## src/sv/stq_pkg.sv

```systemverilog
`timescale 1ns / 1ps

package stq_pkg;

	localparam int DEPTH_DEFAULT = 16;
	localparam int MAX_FIRE      = 16;
	localparam int FIRE_CNT_W    = $clog2(MAX_FIRE + 1);

	// command codes
	localparam logic [1:0] CMD_TICK   = 2'd0;
	localparam logic [1:0] CMD_ADD    = 2'd1;
	localparam logic [1:0] CMD_REMOVE = 2'd2;

	// result kinds
	localparam logic [1:0] KIND_FIRED  = 2'd0;
	localparam logic [1:0] KIND_ADDED  = 2'd1;
	localparam logic [1:0] KIND_REMOVE = 2'd2;
	localparam logic [1:0] KIND_FULL   = 2'd3;

	// one stored timer
	typedef struct packed {
		logic        valid;
		logic [31:0] due;
		logic [23:0] period;
		logic        rep;
		logic [7:0]  tag;
		logic [15:0] id;
	} entry_t;

	typedef enum logic [1:0] {
		CELL_HOLD,
		CELL_INSERT,
		CELL_REMOVE,
		CELL_POP
	} cell_op_t;

	// broadcast control to every cell
	typedef struct packed {
		cell_op_t    op;
		entry_t      new_entry;
		logic [15:0] hid;
		logic [31:0] hdue;
	} cell_ctl_t;

	function automatic logic [31:0] sat_add(input logic [31:0] a, input logic [31:0] b);
		logic [32:0] s;
		s = {1'b0, a} + {1'b0, b};
		return s[32] ? 32'hFFFF_FFFF : s[31:0];
	endfunction

endpackage

```

## src/sv/stq_cell.sv

```systemverilog
`timescale 1ns / 1ps

module stq_cell (
	input  logic               clk,
	input  logic               arst_n,
	input  stq_pkg::cell_ctl_t ctl,
	input  stq_pkg::entry_t    prev_ent,
	input  stq_pkg::entry_t    next_ent,
	input  logic               keep_in,
	input  logic               blk_in,
	input  logic               shift_in,
	output stq_pkg::entry_t    ent,
	output logic               keep_out,
	output logic               blk_out,
	output logic               shift_out
);
	import stq_pkg::*;

	entry_t ent_q;
	logic   id_hit;
	logic   match;

	// ordering and search chain terms
	assign keep_out  = ent_q.valid && (ent_q.due <= ctl.new_entry.due);
	assign id_hit    = ent_q.valid && (ent_q.id == ctl.hid);
	assign match     = (ctl.op == CELL_REMOVE) && id_hit && !blk_in;
	assign blk_out   = blk_in || id_hit || (ent_q.valid && (ent_q.due > ctl.hdue));
	assign shift_out = shift_in || match;
	assign ent       = ent_q;

	// entry update
	always_ff @(posedge clk or negedge arst_n) begin
		if (!arst_n) begin
			ent_q.valid <= 1'b0;
		end else begin
			unique case (ctl.op)
				CELL_INSERT: begin
					if (!keep_out) begin
						ent_q <= keep_in ? ctl.new_entry : prev_ent;
					end
				end
				CELL_REMOVE, CELL_POP: begin
					if (shift_out) begin
						ent_q <= next_ent;
					end
				end
				default: begin
				end
			endcase
		end
	end

endmodule

```

## config.mk

```make
export PLATFORM = sky130hd
export DESIGN_NAME = stq_cell
export DESIGN_NICKNAME = d
export VERILOG_FILES = /design/src/sv/stq_pkg.sv /design/src/sv/stq_cell.sv
export SDC_FILE = /design/constraint.sdc
export NUM_CORES = 1
export LEC_CHECK = 0
export BUFFER_PORTS_ARGS = -buffer_cell sky130_fd_sc_hd__buf_2
export CORE_AREA = 2 2 152 154
export DETAILED_ROUTE_END_ITERATION = 16
export DIE_AREA = 0 0 154 156
export PLACE_DENSITY = 0.55
export SYNTH_ARGS = -nofsm -noshare
export SYNTH_HDL_FRONTEND = slang
export SYNTH_SLANG_ARGS = --single-unit
```

## constraint.sdc

```tcl
create_clock -name clk -period 6.5 [get_ports clk]
set_input_delay 0.325 -clock clk [delete_from_list [all_inputs] [get_ports clk]]
set_output_delay 0.325 -clock clk [all_outputs]
set_load 0.01 [all_outputs]
```

Word-level counts from Yosys, hierarchy flattened
Cells that the tools add are included.
{ "totals": {"regBits": 82, "output_inout_bits": 85, "elab_cells": 31} }
{ "op_classes": {"n_lt_le_gt_ge": 2, "eq_ne": 6, "reduce_logical": 13, "n_mux": 4} }
{ "op_table": {"columns": ["cell", "count"], "rows": [
  ["$mux 82", 3],
  ["$pmux 82 s2", 1],
  ["$gt 32x32->1", 1],
  ["$le 32x32->1", 1],
  ["$eq 16x16->1", 1],
  ["$logic_and 1x1->1", 5],
  ["$eq 2x2->1 const B", 2],
  ["$ne 2x2->1 const B", 2],
  ["$reduce_and 4->1", 1],
  ["$logic_or 1x1->1", 3],
  ["$reduce_and 3->1", 1],
  ["$eq 2x1->1 const B", 1],
  ["$reduce_bool 2->1", 1],
  ["$reduce_or 2->1", 1],
  ["$logic_not 1->1", 1]
]} }

Longest topological paths before layout
Gate-level depths: netlist of run 1.
{ "depth": {"word_depth": 7, "ltp_mapped": 8, "ltp_nobuf": 8} }

Worst setup path before layout of run 1
No wires, ideal clock.
{ "synth_path": {"kind": "register to register", "startpoint": "reg ent_q, in the netlist ent[78]", "endpoint": "reg ent_q, in the netlist ent[0], enable pin", "slack_ns": 0.075, "stages_incl_launch_ff": 8, "period_less_slack_ns": 6.425, "setup_ns": 0.549, "required_ns": 5.951, "arrival_time_ns": 5.876, "cell_sequence": "edfxtp_1 ha_1 and4_1 nand4_1 or4_1 o21ai_1 a22oi_2 o22ai_1"} }
{ "synth_between": {"elab_chain_cells": 4} }
{ "synth_lines": {"columns": ["element", "line", "rtl"], "rows": [
  ["start: declaration", "stq_cell.sv:19", "entry_t ent_q;"],
  ["start signal: assignment", "stq_cell.sv:39", "ent_q <= keep_in ? ctl.new_entry : prev_ent;"],
  ["start signal: assignment", "stq_cell.sv:44", "ent_q <= next_ent;"],
  ["$le 32x32->1", "stq_cell.sv:24", "assign keep_out = ent_q.valid && (ent_q.due <= ctl.new_entry.due);"],
  ["$logic_and 1x1->1", "stq_cell.sv:24", null],
  ["net keep_out", "stq_cell.sv:13", "output logic keep_out,"],
  ["$ne 2x2->1 (no source line)", null, null],
  ["$reduce_and 4->1 (no source line)", null, null]
]} }
The timed path passes the listed nets, and every way through them passes these cells.
A chain may end at the register's enable or synchronous reset.

Worst setup path in the final report of run 1
{ "layout_path": {"startpoint": "reg ent_q, in the netlist ent[79]", "endpoint": "reg ent_q, in the netlist ent[40], enable pin"} }
{ "layout_between": {"elab_chain_cells": 4} }
{ "layout_lines": {"columns": ["element", "line"], "rows": [
  ["$le 32x32->1", "stq_cell.sv:24"],
  ["$logic_and 1x1->1", "stq_cell.sv:24"],
  ["$ne 2x2->1 (no source line)", null],
  ["$reduce_and 4->1 (no source line)", null]
]} }
No other way between the ends.

==> results of run 1 <==
-- repair_timing --
| item | 4_1_cts | 5_1_grt |
|---|---|---|
| hold endpoints to repair | 1 | 0 |
| setup buffers | 0 | 0 |
| setup endpoints to repair | 0 | 0 |
| hold buffers | 1 | 0 |
-- tightest hold or removal path, stage by stage --
cell	delay (ns)
buf_2	0.07
nand2_1	0.04
o21ai_0	0.06
-- final cells by class --
type | count | area, sq um
Antenna cell | 4 | 10.0
Clock buffer | 9 | 225
Clock inverter | 6 | 115
Fill cell | 2320 | 13800
Inverter | 66 | 248
Multi-Input combinational cell | 432 | 3200
Sequential cell | 82 | 2460
Tap cell | 285 | 357
Timing Repair Buffer | 391 | 1980
-- worst max-delay path by stage --
stage / start / slack [ns] / end
after CTS: ent[79]$_DFFE_PP_ / 3.41 / ent[24]$_DFFE_PP_
after global placement: ctl[127] / 3.51 / ent[42]$_DFFE_PP_
after global routing: ent[79]$_DFFE_PP_ / 3.30 / ent[30]$_DFFE_PP_
final: ent[79]$_DFFE_PP_ / 3.44 / ent[40]$_DFFE_PP_
after floorplan: ent[78]$_DFFE_PP_ / 0.07 / ent[0]$_DFFE_PP_
after detailed placement: ctl[127] / 3.44 / ent[30]$_DFFE_PP_
-- synthesized netlist by cell type (12+ instances only) --
| cell | count |
|---|---|
| ha_1 | 64 |
| a21oi_1 | 15 |
| nand2_1 | 89 |
| o21ai_1 | 19 |
| inv_1 | 66 |
| a21o_1 | 13 |
| nand4_1 | 13 |
| edfxtp_1 | 81 |
| xnor2_1 | 12 |
| o21ai_0 | 66 |
| mux2i_1 | 83 |
| clkbuf_1 | 19 |
-- logic make-up after synthesis --
| logic type | count (synthesis) | synth area share (%) |
|---|---|---|
| compound gates | 134 | 13.1 |
| flops | 82 | 41.0 |
| buf+inv | 93 | 5.90 |
| fa+ha+maj | 64 | 13.3 |
| simple gates | 135 | 10.6 |
| xor+xnor | 16 | 2.34 |
| mux | 83 | 13.8 |
-- cell usage in the layout, fill, tap and decap left out, types with 3 or more instances in the layout --
master and instances:
a211oi_1 3, edfxtp_1 81, a21o_1 13, nand2_1 89, xnor2_1 12, nor2_1 4, clkbuf_16 9, nor2b_1 3
inv_1 66, mux2i_1 83, o21ai_1 19, a21oi_1 15, or4_1 3, diode_2 4, buf_2 383, a221oi_1 3
xor2_1 4, nand4_1 13, buf_4 7, o21ai_0 66, ha_1 64, nand3_1 10, bufinv_16 3
-- metrics by stage --
stage	setup WS [ns]	total power [mW]	std cells	cell area, sq um	hold slack, ns
global route	3.30	1.70	1274	8590	0.251
finish	3.44	1.61	1275	8590	0.263
global placement	3.51	1.03	1255	8230	0.131
CTS	3.41	1.64	1271	8580	0.242
floorplan	0.0749	0.847	607	6000	0.0294
detailed placement	3.44	1.03	1255	8230	0.129
-- where the power goes --
group	switching [mW]	internal (mW)
Combinational	0.192	0.176
Sequential	0.0196	0.625
Clock	0.222	0.376
-- routing by layer --
layer / up-vias / global-route usage [%]
met1: 2598 / 20.7
met2: 224 / 30.0
met4: 2 / 4.14
li1: 2955 / -
met3: 16 / 5.89
met5: - / 0
==> impl_metrics.csv, run 1 <==
group,metric,value,unit
yosys,async_reset_ff_share,1.22,%
critical_path,cp.required,6.47,ns
floorplanning,start_util,26.8,%
clock_tree,clk_pin_slew,0.07,ns
yosys,synth_edf_count,81,
clock_tree,cts_sinks,82,
critical_path,crit_fanout,43,
detailed_routing,first_pass_iters,4,
timing,fin_tns_setup,0,ns
timing,worstMarginPinSlew,0.777,ns
floorplanning,rows,55,
power,p_leak,4.43,nW
detailed_routing,topRoutingLayerUsed,"met5",
yosys,ys.flop_type,"edfxtp_1",
floorplanning,ios,386,
hold_path,min_from,"next_ent[58]",
floorplanning,dieWidth,154,um
detailed_routing,viasPerCell,4.55,
yosys,syn_avg_cell_area,9.89,sq um
clock_tree,tritoncts,"built",
detailed_routing,wire_per_inst,17.0,um
clock_tree,post_cts_resized,0,
critical_path,reg2regPathDepth,8,
finish,fin_util,38.4,%
hold_path,hold_class,"in2reg",
critical_path,crit_family,"simple AND/OR/NAND/NOR gates",
timing,slew_headroom,48.2,%
clock_tree,clockBufferDepth,2,
outcome,status,"finished clean",
yosys,synth_top_cell_area_share,40.5,%
timing,finalHoldViolations,0,
detailed_routing,drc,0,
critical_path,rrSetupSlack,3.44,ns
yosys,syn_nets,972,
clock_tree,cts_buffers,9,
floorplanning,die_y,156,um
detailed_routing,postRouteWirelength,21.6,mm
yosys,syn_inst,607,
hold_path,whs_path_depth,3,
yosys,synthTopCellsByArea,"edfxtp_1 (41%), mux2i_1 (14%), ha_1 (13%)",
flow_run,cap_violations,0,
critical_path,cp.arrival,3.03,ns
place,dp_hpwl,18.1,mm
critical_path,worst-path-buf-inv,1,
clock_tree,cts_root_buf,"clkbuf_16",
yosys,seq_area_frac_synth,41.0,%
global_routing,antenna_found_initial,6,
critical_path,critPathMaxStageDelay,0.58,ns
place,gp_congestion,0.791,
clock_tree,cts.htree.levels,3,
global_routing,grt_start_max_net_pins,95,
critical_path,setup.worst_path.end_class,"register",
yosys,synth_area,6000,sq um
timing,period_share,47.1,%
detailed_routing,vias,5795,
finish,nets,1347,
critical_path,r2r_end,"ent[40]$_DFFE_PP_",
detailed_routing,ant_nets,0,
global_routing,grt-ovfl-total,0,
place,port_buffers,385,
yosys,ys_types,44,
floorplanning,die-area,24000,sq um
finish,largest_register_ff_count,82,
critical_path,start_kind,"register",
global_routing,grt_usage,17.3,%
timing,rsz0062_at_grt,"no",
finish,drive_above_1_share,41.7,%
yosys,yosys_warnings,0,
hold_path,whs_endpoint,"ent[58]$_DFFE_PP_",
critical_path,cpMaxStageDelayCell,"or4_1",
timing,skew,0.0135,ns
critical_path,crit_chain,"ha_1 -> and4_1 -> nand4_1 -> or4_1 -> o21ai_1 -> a22oi_2 -> o22ai_4 -> buf_4",
detailed_routing,m1WireLength,8.75,mm
floorplanning,core,22400,sq um
power,ir_drop,110,uV
yosys,ys_seq_elements,82,
timing,drv_slew,0,
timing,finalSetupViolCount,0,
global_routing,grt_pass1_wl,31.7,mm
yosys,synth_top_area_cell,"edfxtp_1",
global_routing,grt_pass1_vias,5709,
critical_path,regToRegStartpoint,"ent[79]$_DFFE_PP_",
critical_path,path_class,"reg2reg",
timing,period_needed,3.06,ns
detailed_routing,met3WireLength,1.87,mm
power,powerDensity,187,nW/um^2
finish,areaGrowthSynthToFinish,43.2,%
timing,max_freq,327,MHz
detailed_routing,first_iter_violations,313,
clock_tree,clk_latency,0.34,ns
detailed_routing,met2WireLength,10.8,mm
critical_path,cp.depth,8,
No activity file was read; power rests on OpenSTA's default activity.
==> run 2, diff against run 1 <==
==> constraint.sdc (replaced) <==
create_clock -name clk -period 2.5 [get_ports clk]
set_input_delay 0.125 -clock clk [delete_from_list [all_inputs] [get_ports clk]]
set_output_delay 0.125 -clock clk [all_outputs]
set_load 0.01 [all_outputs]
==> impl_metrics.csv, run 2 (same netlist as run 1, synthesis figures left out) <==
group,metric,value,unit
clock_tree,tritoncts,"built",
finish,fin_util,41.5,%
clock_tree,cts_root_buf,"clkbuf_16",
timing,period_needed,2.71,ns
detailed_routing,vias,5943,
detailed_routing,drc,0,
floorplanning,core,22400,sq um
detailed_routing,first_iter_violations,253,
floorplanning,dieWidth,154,um
critical_path,regToRegStartpoint,"ent[50]$_DFFE_PP_",
outcome,violations,"setup timing",
timing,max_freq,369,MHz
critical_path,cp.required,2.59,ns
detailed_routing,wire_per_inst,15.9,um
finish,final_common_cell,"buf_2",
clock_tree,clk_pin_slew,0.07,ns
power,fin_total_pwr,4.33,mW
timing,finalSetupViolCount,83,
timing,finalHoldViolations,0,
timing,slew_headroom,67.0,%
timing,rsz0062_at_grt,"yes",
power,power.internal,3.17,mW
finish,areaGrowthSynthToFinish,54.5,%
outcome,status,"finished, violations left",
power,sequentialPowerShare,38.3,%
flow_run,cap_violations,0,
global_routing,grt_start_max_net_pins,115,
detailed_routing,first_pass_iters,4,
clock_tree,cts_sinks,82,
critical_path,crit_fanout,18,
timing,setup_ws,-0.211,ns
place,gp_congestion,0.786,
floorplanning,start_util,26.8,%
floorplanning,die_y,156,um
power,switching_share,26.8,%
clock_tree,clk_latency,0.34,ns
finish,drive_above_1_share,46.3,%
detailed_routing,ant_nets,0,
finish,nets,1402,
power,p_clk_share,35.9,%
global_routing,grt_pass1_wl,31.4,mm
power,p_leak,4.77,nW
critical_path,path_class,"reg2reg",
floorplanning,ios,386,
finish,mostFrequentLayoutCells,"buf_2 (383), nand2_1 (89), mux2i_1 (83)",
place,place_area,8650,sq um
timing,worstMarginPinSlew,0.493,ns
place,dp_hpwl,17.3,mm
critical_path,setup.worst_path.end_class,"register",
finish,finalNonFillerCells,1329,
global_routing,antenna_found_initial,3,
power,p_switching,1.16,mW
global_routing,grt-ovfl-total,0,
timing,drv_slew,0,
detailed_routing,viasPerCell,4.47,
clock_tree,clockBufferDepth,2,
finish,largest_register_ff_count,82,
global_routing,grt_pass1_vias,6016,
floorplanning,rows,55,
clock_tree,cts.htree.levels,3,
finish,fin_area,9270,sq um
power,powerDensity,467,nW/um^2
power,comb_power_share,25.7,%
critical_path,crit_path_start,"ent[50]$_DFFE_PP_",
floorplanning,die-area,24000,sq um
hold_path,hold_class,"in2reg",
global_routing,grt_usage,16.9,%
hold_path,min_from,"next_ent[48]",
place,port_buffers,385,
clock_tree,cts_buffers,9,
place,placed_cells,1302,
timing,skew,0.0107,ns
detailed_routing,postRouteWirelength,21.2,mm
timing,period_share,108,%
power,ir_drop,282,uV
critical_path,start_kind,"register",
critical_path,cp.arrival,2.80,ns
[run 2: critical path, cell delays in order, from the launching register on]
cell and delay [ns]:
edfxtp_1 0.43, ha_4 0.24, nor2b_4 0.11, o211ai_1 0.22, a2111oi_1 0.13, or4_1 0.54, a22oi_2 0.31, o22ai_4 0.12
buf_12 0.17, clkbuf_16 0.19
[run 2: what timing repair did]
item,4_1_cts,5_1_grt
resized for setup,15,8
gates cloned,0,3
setup endpoints to repair,83,83
pin swaps,6,9
hold buffers,1,0
setup buffers,2,3
hold endpoints to repair,1,0
[run 2: path summary, 6_finish.rpt]
check                                      end  slack, ns  cells past startpoint
max in group asynchronous  ent[81]$_DFFE_PN0P_       2.24                      2
min in group asynchronous  ent[81]$_DFFE_PN0P_       0.15                      2
hold / removal               ent[48]$_DFFE_PP_       0.06                      3
setup reg to reg             ent[72]$_DFFE_PP_      -0.21                      9
hold reg to reg            ent[81]$_DFFE_PN0P_       0.83                      3
setup / recovery             ent[72]$_DFFE_PP_      -0.21                      9
[run 2: final cells by class]
class | instances | area (sq um)
fill | 2270 | 13100
multi-input combinational | 432 | 3330
timing repair buffer | 446 | 2530
sequential | 82 | 2460
tap | 285 | 357
inverter | 66 | 248
clock buffer | 9 | 225
clock inverter | 7 | 116
antenna | 2 | 5.00
[run 2: power groups by stage]
stage | combinational [mW] | clock [mW] | sequential [mW]
6_report | 1.11 | 1.55 | 1.66
5_1_grt | 1.25 | 1.66 | 1.67
4_1_cts | 1.09 | 1.60 | 1.66
3_5_place_dp | 1.07 | 0 | 1.69
3_3_place_gp | 1.05 | 0 | 1.69
2_1_floorplan | 0.461 | 0 | 1.74
[run 2: metal layers]
layer	wire length, um	global-route usage, %	up-vias
met2	10700	30.6	204
met3	1270	4.28	19
met5	13	0	-
li1	-	-	3063
met1	8870	19.9	2655
met4	265	4.63	2
[run 2: stage by stage]
stage                     TNS [ns]  worst slack [ns]  hold slack [ns]
after floorplan             -87.27             -1.08           -0.171
after global placement      -15.29            -0.210          -0.0818
after detailed placement    -17.63            -0.244          -0.0776
after CTS                   -13.07            -0.219           0.0367
after global routing        -19.73            -0.267           0.0492
final                       -14.97            -0.211           0.0553
